### src/sv/fit_strategy_pool_allocator_unit_macros.svh
// Assertion shorthands shared by the allocator modules.
`ifndef FIT_STRATEGY_POOL_ALLOCATOR_UNIT_MACROS_SVH
`define FIT_STRATEGY_POOL_ALLOCATOR_UNIT_MACROS_SVH

// The condition holds at every clock edge out of reset.
`define FSPA_ASSERT_ALWAYS(label, clk, rst_n, cond, msg) \
    label: assert property (@(posedge clk) disable iff (!rst_n) (cond)) \
        else $error(msg);

// When the antecedent holds, the consequent holds in the same cycle.
`define FSPA_ASSERT_IMP(label, clk, rst_n, ante, cons, msg) \
    label: assert property (@(posedge clk) disable iff (!rst_n) (ante) |-> (cons)) \
        else $error(msg);

// When the antecedent holds, the consequent holds in the next cycle.
`define FSPA_ASSERT_NEXT(label, clk, rst_n, ante, cons, msg) \
    label: assert property (@(posedge clk) disable iff (!rst_n) (ante) |=> (cons)) \
        else $error(msg);

`endif

### src/sv/fspa_pkg.sv
`default_nettype none

package fspa_pkg;

    typedef logic [16:0] t_size;
    typedef logic [15:0] t_ofs;
    typedef logic [4:0]  t_live;
    typedef logic [1:0]  t_status;
    typedef logic [1:0]  t_fit;

    localparam int SIZE_W = 17;
    localparam int OFS_W  = 16;

    localparam logic CMD_ALLOC = 1'b0;
    localparam logic CMD_FREE  = 1'b1;

    localparam t_status ST_OK      = 2'd0;
    localparam t_status ST_NOSPACE = 2'd1;
    localparam t_status ST_FULL    = 2'd2;
    localparam t_status ST_BADFREE = 2'd3;

    localparam t_fit FIT_FIRST = 2'd0;
    localparam t_fit FIT_BEST  = 2'd1;
    localparam t_fit FIT_WORST = 2'd2;

    localparam logic REG_FIT_STRATEGY = 1'b0;
    localparam logic REG_POOL_SIZE    = 1'b1;

    localparam t_fit  FIT_RESET  = FIT_FIRST;
    localparam t_size POOL_RESET = 17'h10000;

    // Commands from the sequencer to the datapath.
    typedef struct packed {
        logic    start;   // latch a new request
        logic    step;    // evaluate one gap of the scan
        logic    last;    // this gap runs to the pool end
        logic    move;    // copy the read entry to the write address
        logic    place;   // write the new entry at the write address
        logic    inc;
        logic    dec;
        logic    load;    // load the result register
        t_status status;
    } t_dp_ctl;

    // Status from the datapath back to the sequencer.
    typedef struct packed {
        logic is_free;
        logic want_zero;
        logic found;
        logic match;
        logic ofs_oob;
    } t_dp_stat;

endpackage

`default_nettype wire

### src/sv/fspa_dpath.sv
`default_nettype none

module fspa_dpath #(
    parameter int MAX_ENTRIES = 16,
    parameter int OFFSET_BITS = 16
) (
    input  wire                          i_clk,
    input  wire                          i_rst_n,
    input  wire                          i_cfg_we,
    input  wire                          i_cfg_index,
    input  wire fspa_pkg::t_size         i_cfg_data,
    input  wire                          i_in_cmd,
    input  wire fspa_pkg::t_size         i_in_size,
    input  wire fspa_pkg::t_ofs          i_in_ofs,
    input  wire fspa_pkg::t_dp_ctl       i_ctl,
    input  wire [$clog2(MAX_ENTRIES)-1:0]   i_rd_addr,
    input  wire [$clog2(MAX_ENTRIES)-1:0]   i_wr_addr,
    input  wire [$clog2(MAX_ENTRIES+1)-1:0] i_idx,
    output fspa_pkg::t_dp_stat           o_stat,
    output logic [$clog2(MAX_ENTRIES+1)-1:0] o_count,
    output logic [$clog2(MAX_ENTRIES+1)-1:0] o_best_idx,
    output logic [$clog2(MAX_ENTRIES+1)-1:0] o_match_idx,
    output fspa_pkg::t_status            o_res_status,
    output fspa_pkg::t_ofs               o_res_offset,
    output fspa_pkg::t_live              o_res_count
);

    localparam int CW = $clog2(MAX_ENTRIES + 1);
    localparam int SW = OFFSET_BITS;
    localparam int EW = SW + fspa_pkg::SIZE_W;
    localparam int AW = ((OFFSET_BITS > fspa_pkg::SIZE_W) ? OFFSET_BITS : fspa_pkg::SIZE_W) + 1;
    localparam logic [AW-1:0] POOL_LIMIT = AW'(1) << OFFSET_BITS;
    localparam logic [AW-1:0] OFS_MASK   = POOL_LIMIT - AW'(1);

    // Allocation table: start offset in the upper bits, length in the lower.
    logic [EW-1:0]   r_tbl [MAX_ENTRIES];
    logic [EW-1:0]   r_rd_data;

    fspa_pkg::t_fit  r_fit;
    fspa_pkg::t_size r_pool;
    logic [CW-1:0]   r_count;

    logic            r_cmd;
    fspa_pkg::t_size r_want;
    logic [AW-1:0]   r_ofs;
    logic [AW-1:0]   r_cursor;
    logic            r_found;
    logic [AW-1:0]   r_best_at;
    logic [AW-1:0]   r_best_len;
    logic [CW-1:0]   r_best_idx;
    logic            r_match;
    logic [CW-1:0]   r_match_idx;

    fspa_pkg::t_status r_res_status;
    fspa_pkg::t_ofs    r_res_offset;
    fspa_pkg::t_live   r_res_count;

    logic [AW-1:0] pool_top;
    logic [AW-1:0] rd_start;
    logic [AW-1:0] rd_len;
    logic [AW-1:0] limit;
    logic [AW-1:0] gap;
    logic          fits;
    logic          better;

    always_comb begin
        pool_top = (AW'(r_pool) > POOL_LIMIT) ? POOL_LIMIT : AW'(r_pool);
        rd_start = AW'(r_rd_data[EW-1:fspa_pkg::SIZE_W]);
        rd_len   = AW'(r_rd_data[fspa_pkg::SIZE_W-1:0]);
        limit    = i_ctl.last ? pool_top : rd_start;
        gap      = (limit > r_cursor) ? (limit - r_cursor) : '0;
        fits     = (gap >= AW'(r_want));
        unique case (r_fit)
            fspa_pkg::FIT_FIRST: better = !r_found;
            fspa_pkg::FIT_BEST:  better = !r_found || (gap < r_best_len);
            fspa_pkg::FIT_WORST: better = !r_found || (gap > r_best_len);
            default:             better = 1'b0;
        endcase
    end

    always_ff @(posedge i_clk) begin
        if (!i_rst_n) begin
            r_fit   <= fspa_pkg::FIT_RESET;
            r_pool  <= fspa_pkg::POOL_RESET;
            r_count <= '0;
        end else begin
            if (i_cfg_we) begin
                unique case (i_cfg_index)
                    fspa_pkg::REG_FIT_STRATEGY: r_fit  <= i_cfg_data[1:0];
                    fspa_pkg::REG_POOL_SIZE:    r_pool <= i_cfg_data;
                    default: ;
                endcase
            end
            if (i_ctl.inc) begin
                r_count <= r_count + CW'(1);
            end else if (i_ctl.dec) begin
                r_count <= r_count - CW'(1);
            end
        end
    end

    always_ff @(posedge i_clk) begin
        r_rd_data <= r_tbl[i_rd_addr];
        if (i_ctl.move) begin
            r_tbl[i_wr_addr] <= r_rd_data;
        end else if (i_ctl.place) begin
            r_tbl[i_wr_addr] <= {r_best_at[SW-1:0], r_want};
        end
    end

    always_ff @(posedge i_clk) begin
        if (i_ctl.start) begin
            r_cmd    <= i_in_cmd;
            r_want   <= i_in_size;
            r_ofs    <= AW'(i_in_ofs) & OFS_MASK;
            r_cursor <= '0;
            r_found  <= 1'b0;
            r_match  <= 1'b0;
        end else if (i_ctl.step) begin
            if (fits && better) begin
                r_found    <= 1'b1;
                r_best_at  <= r_cursor;
                r_best_len <= gap;
                r_best_idx <= i_idx;
            end
            if (!i_ctl.last) begin
                r_cursor <= rd_start + rd_len;
                if (!r_match && (rd_start == r_ofs)) begin
                    r_match     <= 1'b1;
                    r_match_idx <= i_idx;
                end
            end
        end
        if (i_ctl.load) begin
            r_res_status <= i_ctl.status;
            r_res_offset <= ((i_ctl.status == fspa_pkg::ST_OK) && (r_cmd == fspa_pkg::CMD_ALLOC))
                            ? r_best_at[fspa_pkg::OFS_W-1:0] : '0;
            r_res_count  <= fspa_pkg::t_live'(r_count);
        end
    end

    assign o_stat.is_free   = (r_cmd == fspa_pkg::CMD_FREE);
    assign o_stat.want_zero = (r_want == '0);
    assign o_stat.found     = r_found;
    assign o_stat.match     = r_match;
    assign o_stat.ofs_oob   = (r_ofs >= pool_top);
    assign o_count          = r_count;
    assign o_best_idx       = r_best_idx;
    assign o_match_idx      = r_match_idx;
    assign o_res_status     = r_res_status;
    assign o_res_offset     = r_res_offset;
    assign o_res_count      = r_res_count;

endmodule

`default_nettype wire

### src/sv/fspa_ctrl.sv
`default_nettype none
`include "fit_strategy_pool_allocator_unit_macros.svh"

module fspa_ctrl #(
    parameter int MAX_ENTRIES = 16
) (
    input  wire                              i_clk,
    input  wire                              i_rst_n,
    input  wire                              i_in_valid,
    output logic                             o_in_ready,
    output logic                             o_out_valid,
    input  wire                              i_out_ready,
    input  wire fspa_pkg::t_dp_stat          i_stat,
    input  wire [$clog2(MAX_ENTRIES+1)-1:0]  i_count,
    input  wire [$clog2(MAX_ENTRIES+1)-1:0]  i_best_idx,
    input  wire [$clog2(MAX_ENTRIES+1)-1:0]  i_match_idx,
    output fspa_pkg::t_dp_ctl                o_ctl,
    output logic [$clog2(MAX_ENTRIES)-1:0]   o_rd_addr,
    output logic [$clog2(MAX_ENTRIES)-1:0]   o_wr_addr,
    output logic [$clog2(MAX_ENTRIES+1)-1:0] o_idx
);

    localparam int IW = $clog2(MAX_ENTRIES);
    localparam int CW = $clog2(MAX_ENTRIES + 1);

    localparam logic [2:0] S_IDLE     = 3'd0;
    localparam logic [2:0] S_SCAN     = 3'd1;
    localparam logic [2:0] S_DECIDE   = 3'd2;
    localparam logic [2:0] S_SHIFT_UP = 3'd3;
    localparam logic [2:0] S_SHIFT_DN = 3'd4;
    localparam logic [2:0] S_DONE     = 3'd5;

    logic [2:0]        r_state, n_state;
    logic [CW-1:0]     r_idx, n_idx;
    fspa_pkg::t_status r_status, n_status;
    logic              r_out_valid, n_out_valid;
    logic [CW-1:0]     rd_next;

    always_comb begin
        n_state  = r_state;
        n_idx    = r_idx;
        n_status = r_status;
        rd_next  = '0;
        o_ctl    = '0;
        unique case (r_state)
            S_IDLE: begin
                if (i_in_valid) begin
                    o_ctl.start = 1'b1;
                    n_idx       = '0;
                    n_state     = S_SCAN;
                end
            end
            S_SCAN: begin
                // Prefetch the next entry while this gap is evaluated.
                rd_next    = r_idx + CW'(1);
                o_ctl.step = 1'b1;
                o_ctl.last = (r_idx == i_count);
                if (r_idx == i_count) begin
                    n_state = S_DECIDE;
                end else begin
                    n_idx = r_idx + CW'(1);
                end
            end
            S_DECIDE: begin
                if (!i_stat.is_free) begin
                    if (i_stat.want_zero || !i_stat.found) begin
                        n_status = fspa_pkg::ST_NOSPACE;
                        n_state  = S_DONE;
                    end else if (i_count >= CW'(MAX_ENTRIES)) begin
                        n_status = fspa_pkg::ST_FULL;
                        n_state  = S_DONE;
                    end else begin
                        n_idx   = i_count;
                        rd_next = i_count - CW'(1);
                        n_state = S_SHIFT_UP;
                    end
                end else begin
                    if (i_stat.ofs_oob || !i_stat.match) begin
                        n_status = fspa_pkg::ST_BADFREE;
                        n_state  = S_DONE;
                    end else begin
                        n_idx   = i_match_idx;
                        rd_next = i_match_idx + CW'(1);
                        n_state = S_SHIFT_DN;
                    end
                end
            end
            S_SHIFT_UP: begin
                // Entries move up one slot, highest first, until the gap slot opens.
                rd_next = r_idx - CW'(2);
                if (r_idx == i_best_idx) begin
                    o_ctl.place = 1'b1;
                    o_ctl.inc   = 1'b1;
                    n_status    = fspa_pkg::ST_OK;
                    n_state     = S_DONE;
                end else begin
                    o_ctl.move = 1'b1;
                    n_idx      = r_idx - CW'(1);
                end
            end
            S_SHIFT_DN: begin
                rd_next = r_idx + CW'(2);
                if ((r_idx + CW'(1)) == i_count) begin
                    o_ctl.dec = 1'b1;
                    n_status  = fspa_pkg::ST_OK;
                    n_state   = S_DONE;
                end else begin
                    o_ctl.move = 1'b1;
                    n_idx      = r_idx + CW'(1);
                end
            end
            S_DONE: begin
                if (!r_out_valid || i_out_ready) begin
                    o_ctl.load = 1'b1;
                    n_state    = S_IDLE;
                end
            end
            default: begin
                n_state = S_IDLE;
            end
        endcase
        o_ctl.status = r_status;
        n_out_valid  = o_ctl.load || (r_out_valid && !i_out_ready);
    end

    always_ff @(posedge i_clk) begin
        if (!i_rst_n) begin
            r_state     <= S_IDLE;
            r_idx       <= '0;
            r_status    <= fspa_pkg::ST_OK;
            r_out_valid <= 1'b0;
        end else begin
            r_state     <= n_state;
            r_idx       <= n_idx;
            r_status    <= n_status;
            r_out_valid <= n_out_valid;
        end
    end

    assign o_in_ready  = (r_state == S_IDLE);
    assign o_out_valid = r_out_valid;
    assign o_rd_addr   = rd_next[IW-1:0];
    assign o_wr_addr   = r_idx[IW-1:0];
    assign o_idx       = r_idx;

    `FSPA_ASSERT_NEXT(a_accept_scans, i_clk, i_rst_n, (r_state == S_IDLE) && i_in_valid, r_state == S_SCAN, "accepted request did not start a scan")
    `FSPA_ASSERT_IMP(a_up_range, i_clk, i_rst_n, r_state == S_SHIFT_UP, (r_idx <= i_count) && (r_idx >= i_best_idx), "insert shift left its range")
    `FSPA_ASSERT_IMP(a_dn_range, i_clk, i_rst_n, r_state == S_SHIFT_DN, r_idx < i_count, "remove shift left its range")
    `FSPA_ASSERT_ALWAYS(a_count_max, i_clk, i_rst_n, i_count <= CW'(MAX_ENTRIES), "live count beyond table depth")
    `FSPA_ASSERT_IMP(a_load_room, i_clk, i_rst_n, o_ctl.load, !r_out_valid || i_out_ready, "result overwrote a pending beat")

endmodule

`default_nettype wire

### src/sv/fit_strategy_pool_allocator_unit.sv
// Pool allocator with first, best and worst fit placement.
// Requests arrive on the s_axis channel: s_axis_tuser selects allocate (0) or
// free (1), s_axis_tdata carries the request size and the offset to free.
// Each request gives one result beat on m_axis: a status in m_axis_tuser and
// the block offset and live count in m_axis_tdata.
// The cfg channel writes the fit rule (index 0) and the pool size (index 1);
// it is always ready, and the user must write it only while no request is in
// flight; the block itself does not enforce this. A request scans the
// address-ordered table one entry per cycle (count + 1 gaps), then decides,
// then shifts the table one entry per cycle through one read and one write
// port, and loads the result register in the done state once the result
// output is free. Failed requests skip the shift.
// The next request is taken once the block is back in idle, even while the
// previous result beat still waits; if the receiver stalls longer, the block
// holds its finished result and stops taking requests.
// Reset clears the live count, sets first fit and a pool size of 0x10000; the
// table memory is not cleared, since only live entries are ever used.
`default_nettype none

module fit_strategy_pool_allocator_unit #(
    parameter int MAX_ENTRIES = 16,
    parameter int OFFSET_BITS = 16
) (
    input  wire         i_clk,
    input  wire         i_rst_n,
    input  wire         s_axis_tvalid,
    output logic        s_axis_tready,
    input  wire [39:0]  s_axis_tdata,  // request_size[16:0], free_offset[32:17]
    input  wire [0:0]   s_axis_tuser,  // command[0]
    output logic        m_axis_tvalid,
    input  wire         m_axis_tready,
    output logic [23:0] m_axis_tdata,  // block_offset[15:0], live_count[20:16]
    output logic [1:0]  m_axis_tuser,  // status[1:0]
    input  wire         i_cfg_valid,
    output logic        o_cfg_ready,
    input  wire         i_cfg_index,
    input  wire [16:0]  i_cfg_data
);

    localparam int IW = $clog2(MAX_ENTRIES);
    localparam int CW = $clog2(MAX_ENTRIES + 1);

    fspa_pkg::t_dp_ctl  ctl;
    fspa_pkg::t_dp_stat stat;
    logic [IW-1:0]      rd_addr;
    logic [IW-1:0]      wr_addr;
    logic [CW-1:0]      idx;
    logic [CW-1:0]      count;
    logic [CW-1:0]      best_idx;
    logic [CW-1:0]      match_idx;
    fspa_pkg::t_status  res_status;
    fspa_pkg::t_ofs     res_offset;
    fspa_pkg::t_live    res_count;

    assign o_cfg_ready = 1'b1;

    fspa_ctrl #(
        .MAX_ENTRIES(MAX_ENTRIES)
    ) u_ctrl (
        .i_clk       (i_clk),
        .i_rst_n     (i_rst_n),
        .i_in_valid  (s_axis_tvalid),
        .o_in_ready  (s_axis_tready),
        .o_out_valid (m_axis_tvalid),
        .i_out_ready (m_axis_tready),
        .i_stat      (stat),
        .i_count     (count),
        .i_best_idx  (best_idx),
        .i_match_idx (match_idx),
        .o_ctl       (ctl),
        .o_rd_addr   (rd_addr),
        .o_wr_addr   (wr_addr),
        .o_idx       (idx)
    );

    fspa_dpath #(
        .MAX_ENTRIES(MAX_ENTRIES),
        .OFFSET_BITS(OFFSET_BITS)
    ) u_dpath (
        .i_clk        (i_clk),
        .i_rst_n      (i_rst_n),
        .i_cfg_we     (i_cfg_valid & o_cfg_ready),
        .i_cfg_index  (i_cfg_index),
        .i_cfg_data   (i_cfg_data),
        .i_in_cmd     (s_axis_tuser[0]),
        .i_in_size    (s_axis_tdata[16:0]),
        .i_in_ofs     (s_axis_tdata[32:17]),
        .i_ctl        (ctl),
        .i_rd_addr    (rd_addr),
        .i_wr_addr    (wr_addr),
        .i_idx        (idx),
        .o_stat       (stat),
        .o_count      (count),
        .o_best_idx   (best_idx),
        .o_match_idx  (match_idx),
        .o_res_status (res_status),
        .o_res_offset (res_offset),
        .o_res_count  (res_count)
    );

    assign m_axis_tdata = {3'b000, res_count, res_offset};
    assign m_axis_tuser = res_status;

endmodule

`default_nettype wire
### config.mk
export PLATFORM = sky130hd
export DESIGN_NAME = fit_strategy_pool_allocator_unit
export DESIGN_NICKNAME = d
export VERILOG_FILES = /design/src/sv/fspa_pkg.sv /design/src/sv/fspa_dpath.sv /design/src/sv/fspa_ctrl.sv /design/src/sv/fit_strategy_pool_allocator_unit.sv
export VERILOG_INCLUDE_DIRS = /design/src /design/src/sv
export SDC_FILE = /design/constraint.sdc
export NUM_CORES = 1
export LEC_CHECK = 0
export BUFFER_PORTS_ARGS = -buffer_cell sky130_fd_sc_hd__buf_2
export CAP_MARGIN = 5
export CORE_MARGIN = 8
export CORE_UTILIZATION = 35
export CTS_CLUSTER_DIAMETER = 60
export DETAILED_ROUTE_END_ITERATION = 16
export PLACE_DENSITY = 0.47
export SYNTH_ARGS = -nofsm -noshare
export SYNTH_HDL_FRONTEND = slang
export SYNTH_SLANG_ARGS = --single-unit
### constraint.sdc
create_clock -name i_clk -period 18.5 [get_ports i_clk]
set_input_delay 1.85 -clock i_clk [delete_from_list [all_inputs] [get_ports i_clk]]
set_output_delay 1.85 -clock i_clk [all_outputs]
set_load 0.1 [all_outputs]
Yosys cells after proc, flatten, opt, wreduce, memory -nomap -nowiden
Memory sizes are Yosys's and may differ from the RTL's. A register that Yosys moved wholly into a read port is not among the register bits.
Cells that the tools add are included.
{"block": "totals", "latch_bits": 0, "memories": 1, "output_inout_bits": 29, "ff_bits": 156, "rom_bits": 0, "wordCells": 152, "ramBits": 528, "in_bits": 64}
{"name": "u_dpath.r_tbl", "depth": 16, "word_bits": 33, "rd": 1, "rd_clocked_by_memory_dff": 1, "wr": 1, "line": "fspa_dpath.sv:36", "rtl": "logic [EW-1:0] r_tbl [MAX_ENTRIES];"}
{"block": "classes", "n_mul": 0, "n_reduce_logical": 31, "bitwise": 5, "muxes": 55, "shifts": 0, "eq_ne": 24, "div_mod_pow": 0, "order_cmp": 7, "n_addsub": 9}
{"cell": "two-way mux 5 bit", "count": 10}
{"cell": "greater-than comparator 18 bit", "count": 2}
{"cell": "two-way mux 18 bit", "count": 2}
{"cell": "two-way mux 33 bit", "count": 1}
{"cell": "one-hot mux 5 bit (5 select lines)", "count": 1}
{"cell": "two-way mux 3 bit", "count": 8}
{"cell": "adder 16 x 17 -> 18 bit", "count": 1}
{"cell": ">= comparator 16 x 18 -> 1 bit", "count": 1}
{"cell": ">= comparator 18 x 17 -> 1 bit", "count": 1}
{"cell": "< comparator 18 bit", "count": 1}
{"cell": "two-way mux 2 bit", "count": 9}
{"cell": "one-hot mux 3 bit (6 select lines)", "count": 1}
{"cell": "subtractor 18 bit", "count": 1}
{"cell": "greater-than comparator 17 bit (second input constant)", "count": 1}
{"cell": "logical NOT 17 bit", "count": 1}
{"cell": "two-way mux 17 bit", "count": 1}
{"cell": "== test 16 bit", "count": 1}
{"cell": "two-way mux 4 bit", "count": 4}
{"cell": "one-hot mux 4 bit (4 select lines)", "count": 1}
{"cell": "== test 5 bit", "count": 3}
{"cell": "two-way mux 1 bit", "count": 14}
{"cell": "adder 5 x 1 -> 5 bit (second input constant)", "count": 2}
{"cell": "AND reduction 5 bit", "count": 2}
{"cell": "subtractor 5 x 1 -> 5 bit (second input constant)", "count": 2}
{"cell": "other kinds (31)", "count": 60}

Depth between registers and ports, before layout
Gate-level depths: netlist (run 1).
{"block": "depth", "depth_word": 10, "depth_mapped": 30, "mapped_depth_nobuf": 27}

Cells and area by module
Synthesis (run 1) repeated with hierarchy kept, for this count alone.
{"block": "unflattened", "hier_cells": 1874, "hier_area_um2": 30853.3}
{"mod": "fspa_dpath", "n_inst": 1, "area_per_inst_um2": 29355.7, "cells_each": 1668, "seq_area_each_um2": 20429.6}
{"mod": "fspa_ctrl", "n_inst": 1, "area_per_inst_um2": 1460.2, "cells_each": 200, "seq_area_each_um2": 220.2}
{"mod": "fit_strategy_pool_allocator_unit", "n_inst": 1, "area_per_inst_um2": 37.5, "cells_each": 6, "seq_area_each_um2": 0.0}

Worst setup path before layout (run 1)
OpenSTA, ideal clock, no wires.
{"block": "synth_path", "path_kind": "flip-flop to flip-flop", "start": "reg u_ctrl.r_idx[3] (netlist: u_ctrl.o_idx[3])", "end": "reg u_dpath.r_best_idx[0] (netlist: u_dpath.o_best_idx[0]), enable pin", "path_buffers": 4, "path_stages_with_launch": 29, "setup_ns": 0.651, "synth_period_minus_slack_ns": 12.323, "slack_ns": 6.177, "t_arrival_ns": 11.673, "path_cell_list": "dfxtp_1 > clkbuf_1 > xnor2_1 > nand2_1 > nor4_1 > nand2_1 > clkbuf_1 > mux2i_1 > ha_1 > fa_1 > nor2b_1 > o21ai_0 > a21boi_0 > o31ai_1 > and3b_1 > o21bai_1 > a211oi_1 > or2_2 > clkbuf_1 > clkbuf_1 > nor2_1 > ha_1 > a21o_1 > a21o_1 > a21oi_1 > o311ai_0 > a21oi_1 > a31oi_1 > a2111oi_0"}
{"block": "synth_via", "elab_chain_len": 10, "word_cells_on_any_way": 14}
{"item": "start: declaration", "line": "fspa_ctrl.sv:34", "rtl": "logic [CW-1:0] r_idx, n_idx;"}
{"item": "start signal: assignment", "line": "fspa_ctrl.sv:134", "rtl": "r_idx <= n_idx;"}
{"item": "== test 5 bit (*)", "line": "fspa_ctrl.sv:57", "rtl": "o_ctl.last = (r_idx == i_count);"}
{"item": "two-way mux 2 bit (*)", "line": "fspa_ctrl.sv:45", "rtl": "unique case (r_state)"}
{"item": "two-way mux 18 bit (*)", "line": "fspa_dpath.sv:70", "rtl": "limit = i_ctl.last ? pool_top : rd_start;"}
{"item": "subtractor 18 bit or greater-than comparator 18 bit (tied branches)", "line": "fspa_dpath.sv:71", "rtl": "gap = (limit > r_cursor) ? (limit - r_cursor) : '0;"}
{"item": "two-way mux 18 bit (*)", "line": "fspa_dpath.sv:71"}
{"item": "net u_dpath.gap[11]", "line": "fspa_dpath.sv:62", "rtl": "logic [AW-1:0] gap;"}
{"item": "greater-than comparator 18 bit or < comparator 18 bit (tied branches)", "line": "fspa_dpath.sv:76, fspa_dpath.sv:75"}
{"item": "logical OR 1 bit, on equally long branches", "line": "fspa_dpath.sv:76, fspa_dpath.sv:75"}
{"item": "one-hot mux 1 bit (3 select lines)", "line": "fspa_dpath.sv:73", "rtl": "unique case (r_fit)"}
{"item": "logical AND 1 bit (*)", "line": "fspa_dpath.sv:120", "rtl": "if (fits && better) begin"}
{"item": "AND reduction 3 bit (no line) (*)"}
{"item": "end signal: assignment", "line": "fspa_dpath.sv:124", "rtl": "r_best_idx <= i_idx;"}
{"item": "end: declaration", "line": "fspa_dpath.sv:50", "rtl": "logic [CW-1:0] r_best_idx;"}
Mark *: on every way through the listed nets, which the timed path passes. The rest lies on a longest branch.
A chain may end at the register's enable or synchronous reset.

Worst setup path after layout (run 1)
{"block": "layout_path", "start": "reg u_ctrl.r_idx[3] (netlist: u_ctrl.o_idx[3])", "end": "reg u_dpath.r_best_at[4], enable pin"}
{"block": "layout_via", "elab_chain_len": 10, "word_cells_on_any_way": 14}
{"item": "== test 5 bit (*)", "line": "fspa_ctrl.sv:57"}
{"item": "two-way mux 2 bit (*)", "line": "fspa_ctrl.sv:45"}
{"item": "two-way mux 18 bit (*)", "line": "fspa_dpath.sv:70"}
{"item": "subtractor 18 bit or greater-than comparator 18 bit (tied branches)", "line": "fspa_dpath.sv:71"}
{"item": "two-way mux 18 bit (*)", "line": "fspa_dpath.sv:71"}
{"item": "net u_dpath.gap[4]", "line": "fspa_dpath.sv:62"}
{"item": "greater-than comparator 18 bit or < comparator 18 bit (tied branches)", "line": "fspa_dpath.sv:76, fspa_dpath.sv:75"}
{"item": "logical OR 1 bit, on equally long branches", "line": "fspa_dpath.sv:76, fspa_dpath.sv:75"}
{"item": "one-hot mux 1 bit (3 select lines)", "line": "fspa_dpath.sv:73"}
{"item": "logical AND 1 bit (*)", "line": "fspa_dpath.sv:120"}
{"item": "AND reduction 3 bit (no line) (*)"}
{"item": "end signal: assignment", "line": "fspa_dpath.sv:122", "rtl": "r_best_at <= r_cursor;"}
{"item": "end: declaration", "line": "fspa_dpath.sv:48", "rtl": "logic [AW-1:0] r_best_at;"}
Marked as above.

==> results_dict.tcl, run 1 <==
set metrics [dict create \
    clk_pin_slew_ns 0.06 \
    cts_buffers 82 \
    multi_input_area_sq_mm 0.00976 \
    cts_tree "yes" \
    crit_slowest_cell "a2111oi_2" \
    setup-violations-final 0 \
    dr.first_iter.drc_count 1786 \
    crit_type "register to register" \
    status "finished, final reports clean" \
    die_h_um 314 \
    cp_num_buf_inv 3 \
    gp_congestion 0.861 \
    dr.pass1.iters 5 \
    fin_crit_ns 8.51 \
    rows 109 \
    wl_per_cell_um 23.7 \
    synth_adder_area_share_pct 3.97 \
    drv_cap 0 \
    vias 19884 \
    cts_buffer_depth 3 \
    critPathLaunch "u_ctrl.o_idx[3]" \
    io_pins 93 \
    grt_first_pass_wirelength_mm 131 \
    hold_start "u_dpath.r_cursor[15]" \
    die_area_sq_mm 0.0987 \
    finalHoldViolations 0 \
    ys_seq_elements 717 \
    p_per_area_mw_per_mm2 179 \
    max-vdd-ir-drop_mv 0.129 \
    cp.arrival_ns 8.76 \
    critPathMaxFanout 32 \
    rsz0062_at_grt "false" \
    final_antenna_net_count 0 \
    ys_types 74 \
    grt_max_degree 165 \
    synth_flop_cell "edfxtp_1" \
    synth_area_leader_cell "edfxtp_1" \
    synth_edf_count 629 \
    finalCritPeriodShare_pct 46.0 \
    final_common_cell "edfxtp_1" \
    endpoint_kind "register" \
    cts_root_buf "clkbuf_16" \
    worstMarginPinSlew_ns 1.29 \
    ys_warn_count 0 \
    hold_path.class "register to register" \
    worst_path_largest_cell_delay_ns 1.07 \
    layout-drive-gt1-share_pct 12.4 \
    async_flop_share_pct 0 \
    core_sq_mm 0.0882 \
    yosysSeqAreaShare_pct 66.4 \
    synth-compound-area-share_pct 10.1 \
    synth_top_family_by_area "simple AND/OR/NAND/NOR gates" \
    num_antenna_cells 0 \
    fin_tns_setup_ns 0 \
    grt_pass1_vias 19598 \
    post_cts_resized 0 \
    synthMuxAreaShare_pct 3.50 \
    synthesis.area_sq_mm 0.0311 \
    start_kind "register" \
    r2r-start "u_ctrl.o_idx[3]" \
    path_delay_family "compound AO/OA/AOI/OAI gates" \
    cp_common_cell "buf_4" \
    fin_hold_ws_ns 0.459 \
    synthCells 2457 \
    synth_xor_area_share_pct 1.89 \
    grt_usage_pct 17.6 \
    gr-total-overflow 0 \
    ctsHoldBuffers 0 \
    final_cell_mix "629 x edfxtp_1, 509 x nand2_1, 126 x a21oi_1" \
    slew_violations 0 \
    critical_path_required_ns 18.75 \
    via_per_inst 5.28 \
    syn_avg_cell_area_sq_um 12.7 \
    start_util_pct 35.2 \
    drc 0 \
    fp.dieW_um 314 \
    synth_top_area_share_pct 60.7 \
    clock_latency_ns 0.63 \
    port_buffers 81 \
    max_freq_mhz 117 \
    synth-simple-area-share_pct 11.3 \
    relSlewSlack_pct 13.1 \
    leakage_nw 12.7 \
    cts_setup_buffers 0 \
    synth.area.top_cells "edfxtp_1 61%, nand2_1 6.1%, dfxtp_1 5.7%, ha_1 3.8%, mux2i_1 2.4%" \
    nets 2691 \
    fin_worst_skew_ns 0.0269 \
    clock_sinks 717 \
    h-tree-depth 3 \
    antenna_found_initial 2 \
    num-fill-cells 8231 \
    hpwl_mm 52.0 \
    drt-total-wl_mm 89.4 \
    ff_latch_area_sq_mm 0.0206 \
    area_growth_syn_to_layout_pct 14.5 \
]
where the power goes:
part | total [mW] | switching [mW] | internal (mW)
clock network | 1.65 | 0.663 | 0.987
registers | 2.29 | 0.174 | 2.11
logic | 2.46 | 1.59 | 0.868
final timing paths:
check,to,slack [ns],cells past startpoint
min reg2reg,u_dpath.r_best_at[15],0.46,0
max,u_dpath.r_best_at[4],9.99,26
min,u_dpath.r_best_at[15],0.46,0
max reg2reg,u_dpath.r_best_at[4],9.99,26
metrics by stage:
step           cells  power, mW  cell area, sq um  worst slack (ns)  utilization, %
2_1_floorplan   2459       4.03             31100              6.18               -
3_3_place_gp    3611       4.72             32900             10.16            37.2
3_5_place_dp    3611       4.78             32900             10.07            37.2
4_1_cts         3764       6.45             35600              10.0            40.4
5_1_grt         3764       6.78             35600              9.39            40.4
6_report        3764       6.39             35600              9.99            40.4
layout make-up:
class / instances / area share, %
clock inverter: 46 / 1.46
multi-input combinational: 1536 / 27.4
tap: 1165 / 4.09
sequential: 717 / 58.0
clock buffer: 107 / 6.29
timing repair buffer: 120 / 2.00
inverter: 73 / 0.769
cells by family (layout without fill, tap and decap cells):
family          Yosys count  in the layout
flops                   717            717
mux                     105            105
xor+xnor                 67             67
other cells               2              4
compound gates          453            453
buf+inv                 206            346
fa+ha+maj                97             97
simple gates            810            810
registers in the layout (all words and copies together), names as in the netlist, 16 cells and up:
| name | flops |
|---|---|
| u_dpath.r_ofs | 16 |
| u_dpath.r_rd_data | 33 |
| u_dpath.r_best_len | 18 |
| u_dpath.r_want | 17 |
| u_dpath.r_tbl | 528 |
| u_dpath.r_best_at | 16 |
| u_dpath.r_cursor | 18 |
| u_dpath.r_pool | 17 |
| u_dpath.o_res_offset | 16 |
cell usage after synthesis, drive strengths merged, types with 6 or more instances:
cell type / count
a211oi: 8
a21boi: 20
a21o: 19
a21oi: 127
a22oi: 34
a31o: 35
a31oi: 40
a32o: 33
a32oi: 33
and2: 24
and3: 10
buf: 53
clkbuf: 80
dfxtp: 88
edfxtp: 629
ha: 94
inv: 72
mux2: 31
mux2i: 74
nand2: 509
nand2b: 17
nand3: 93
nand4: 11
nor2: 68
nor2b: 16
nor3: 27
nor4: 17
o211ai: 10
o21a: 8
o21ai: 51
o22ai: 6
or2: 7
xnor2: 30
xor2: 37
routing by layer:
metal	track usage (%)	routed length [um]	vias to the layer above
li1	-	-	9213
met1	23.1	39100	10034
met2	30.3	43800	515
met3	2.47	4380	122
met4	5.07	2100	0
met5	0	0	-
No activity file was read; power rests on OpenSTA's default activity.
==> run 2: changes to the inputs <==
--- a/config.mk
+++ b/config.mk
@@ -6,13 +6,14 @@
 export SDC_FILE = /design/constraint.sdc
 export NUM_CORES = 1
 export LEC_CHECK = 0
+export ABC_AREA = 1
 export BUFFER_PORTS_ARGS = -buffer_cell sky130_fd_sc_hd__buf_2
 export CAP_MARGIN = 5
 export CORE_MARGIN = 8
 export CORE_UTILIZATION = 35
 export CTS_CLUSTER_DIAMETER = 60
 export DETAILED_ROUTE_END_ITERATION = 16
-export PLACE_DENSITY = 0.47
+export PLACE_DENSITY = 0.49
 export SYNTH_ARGS = -nofsm -noshare
 export SYNTH_HDL_FRONTEND = slang
 export SYNTH_SLANG_ARGS = --single-unit
==> constraint.sdc (replaced) <==
create_clock -name i_clk -period 7.5 [get_ports i_clk]
set_input_delay 0.75 -clock i_clk [delete_from_list [all_inputs] [get_ports i_clk]]
set_output_delay 0.75 -clock i_clk [all_outputs]
set_load 0.1 [all_outputs]
==> results_dict.tcl, run 2 <==
set metrics [dict create \
    fin_worst_skew_ns 0.0232 \
    ys_seq_elements 717 \
    max-vdd-ir-drop_mv 0.299 \
    leakage_nw 15.8 \
    die_area_sq_mm 0.106 \
    drc 0 \
    synthCells 3414 \
    dr_wl_met3_mm 5.65 \
    cts_tree "yes" \
    crit_type "register to register" \
    cts_setup_buffers 0 \
    status "finished, final reports clean" \
    cp_common_cell "nand2_1" \
    vias 23666 \
    post_cts_resized 0 \
    ctsHoldBuffers 0 \
    cts_root_buf "clkbuf_16" \
    synth-compound-area-share_pct 4.12 \
    r2r-end "u_dpath.r_best_at[15]" \
    ff_latch_area_sq_mm 0.0206 \
    cts_buffer_depth 3 \
    dr.first_iter.drc_count 2058 \
    synth.area.top_cells "edfxtp_1 56%, nand3_1 9.5%, nand2_1 7.6%, inv_1 5.7%, dfxtp_1 5.2%" \
    nets 3642 \
    synthesis.area_sq_mm 0.0336 \
    p_int_mw 9.84 \
    final_common_cell "nand2_1" \
    synth_most_common_cell "nand2_1" \
    hold_path.class "input pin to register" \
    ff2ff_path_depth 32 \
    endpoint_kind "register" \
    grt_first_pass_wirelength_mm 148 \
    start_util_pct 35.3 \
    hold-path-cell-count 1 \
    synth_adder_area_share_pct 3.68 \
    switchingPower_mw 7.39 \
    fp.dieW_um 326 \
    largest_register_ffs 528 \
    ys_warn_count 0 \
    top_register "u_dpath.r_tbl" \
    regToRegSetupSlack_ns 1.10 \
    fin_tns_setup_ns 0 \
    seqPwrFrac_pct 33.2 \
    r2r-start "u_ctrl.o_idx[2]" \
    area_growth_syn_to_layout_pct 13.3 \
    grt_pass1_vias 22645 \
    clock_latency_ns 0.64 \
    antenna_found_initial 2 \
    synth_flop_cell "edfxtp_1" \
    slew_violations 0 \
    ys_types 45 \
    relSlewSlack_pct 25.8 \
    drv_cap 0 \
    synth_area_leader_cell "edfxtp_1" \
    yosysSeqAreaShare_pct 61.4 \
    port_buffers 81 \
    h-tree-depth 3 \
    critical_path_required_ns 7.76 \
    synth-simple-area-share_pct 21.6 \
    grt_usage_pct 18.4 \
    final_antenna_net_count 0 \
    synth_common_cells "681 x nand2_1, 636 x nand3_1, 629 x edfxtp_1, 510 x inv_1, 176 x nor2_1" \
    async_flop_share_pct 0 \
    synth_top_family_by_area "simple AND/OR/NAND/NOR gates" \
    critPathMaxFanout 39 \
    reg_top3 "u_dpath.r_tbl: 528 flops, u_dpath.r_rd_data: 33 flops" \
    dr.pass1.iters 5 \
    io_pins 93 \
    comb_power_share_pct 45.0 \
    fin_crit_ns 6.40 \
    final_cell_mix "677 x nand2_1, 636 x nand3_1, 629 x edfxtp_1" \
    num-fill-cells 9365 \
    worstMarginPinSlew_ns 1.11 \
    start_kind "register" \
    rows 113 \
    grt_max_degree 162 \
    via_per_inst 4.92 \
    worst_path_largest_cell_delay_ns 0.65 \
    hpwl_mm 56.7 \
    wl_met1_mm 46.0 \
    topRoutingLayerUsed "met4" \
    core_sq_mm 0.0952 \
    wl_per_cell_um 20.9 \
    num_antenna_cells 0 \
    finalCritPeriodShare_pct 85.3 \
    hold_start "s_axis_tdata[23]" \
    layout-drive-gt1-share_pct 8.75 \
    cp.arrival_ns 6.66 \
    die_h_um 326 \
    multi_input_area_sq_mm 0.0105 \
    power.share.clock_pct 21.8 \
    syn_avg_cell_area_sq_um 9.85 \
    finalHoldViolations 0 \
    cts_buffers 79 \
    rsz0062_at_grt "false" \
    wl_met2_mm 45.9 \
    drt-total-wl_mm 100 \
    fin_hold_ws_ns 0.292 \
    synth_edf_count 629 \
    clock_sinks 717 \
    gp_congestion 0.903 \
    setup-violations-final 0 \
    gr-total-overflow 0 \
    max_freq_mhz 156 \
    synth_top_area_share_pct 56.2 \
    synth_xor_area_share_pct 1.17 \
    crit_slowest_cell "dfxtp_1" \
    clk_pin_slew_ns 0.06 \
    synthMuxAreaShare_pct 0 \
    netSwitchingFraction_pct 42.9 \
    hold_path_end "u_dpath.r_ofs[6]" \
    p_per_area_mw_per_mm2 452 \
]
run 2: cell count changes after synthesis, moves of 74 or more:
cell,before,now
nand3_1,93,636
o21ai_0,47,124
nor2_1,67,176
inv_1,72,510
mux2i_1,74,0
nand2_1,509,681
run 2: power groups by stage:
stage | Clock (mW) | Combinational, mW | Sequential, mW
floorplan | 0 | 5.24 | 5.67
global placement | 0 | 7.72 | 5.80
detailed placement | 0 | 7.75 | 5.79
CTS | 3.83 | 7.79 | 5.71
global route | 3.98 | 8.69 | 5.75
finish | 3.75 | 7.76 | 5.71
run 2: kinds of logic (layout without fill, tap and decap cells):
group / after synthesis / in the layout
buffers and inverters: 683 / 810
adder cells (fa/ha/maj): 97 / 97
other: 2 / 4
XOR/XNOR: 45 / 45
flip-flops: 717 / 717
AND/OR/NAND/NOR: 1616 / 1616
AO/OA/AOI/OAI: 254 / 254
run 2: area by class of cell:
type / count / share of cell area [%]
Timing Repair Buffer: 151 / 2.61
Sequential cell: 717 / 54.2
Clock inverter: 23 / 0.519
Clock buffer: 120 / 5.97
Multi-Input combinational cell: 2016 / 27.4
Inverter: 516 / 5.09
Tap cell: 1265 / 4.16
run 2: stage by stage:
step	utilization [%]	setup slack, ns	power [mW]	instances	instance area (sq um)
detailed placement	37.4	1.20	13.5	4665	35600
finish	40.0	1.10	17.2	4808	38100
CTS	40.0	1.19	17.3	4808	38100
global placement	37.4	1.21	13.5	4665	35600
floorplan	-	2.23	10.9	3416	33600
global route	40.0	0.505	18.4	4808	38100
run 2: worst max-delay path by stage:
stage,startpoint,endpoint,depth (start not counted)
global route,u_ctrl.o_idx[2],u_dpath.r_best_at[14],31
global placement,u_ctrl.o_idx[2],u_dpath.r_best_at[2],30
detailed placement,u_ctrl.o_idx[2],u_dpath.r_best_at[15],32
CTS,u_ctrl.o_idx[2],u_dpath.r_best_at[15],31
finish,u_ctrl.o_idx[2],u_dpath.r_best_at[15],32
floorplan,u_dpath.o_count[2],u_dpath.o_best_idx[0],33
run 2: worst max-delay path: cells and delay by family, from the launching register on:
family / cells / cell delay [ns]
adders and majority gates: 3 / 1.07
buffers and inverters: 5 / 1.14
xor gates and xnor gates: 1 / 0.23
DFF: 1 / 0.65
AOI/OAI and AO/OA: 6 / 1.05
and+or+nand+nor: 17 / 1.83
run 2: layer usage:
layer	up-vias	GRT usage, %
met5	-	0
met4	0	5.41
met3	137	3.02
met2	564	29.5
met1	11368	25.5
li1	11597	-
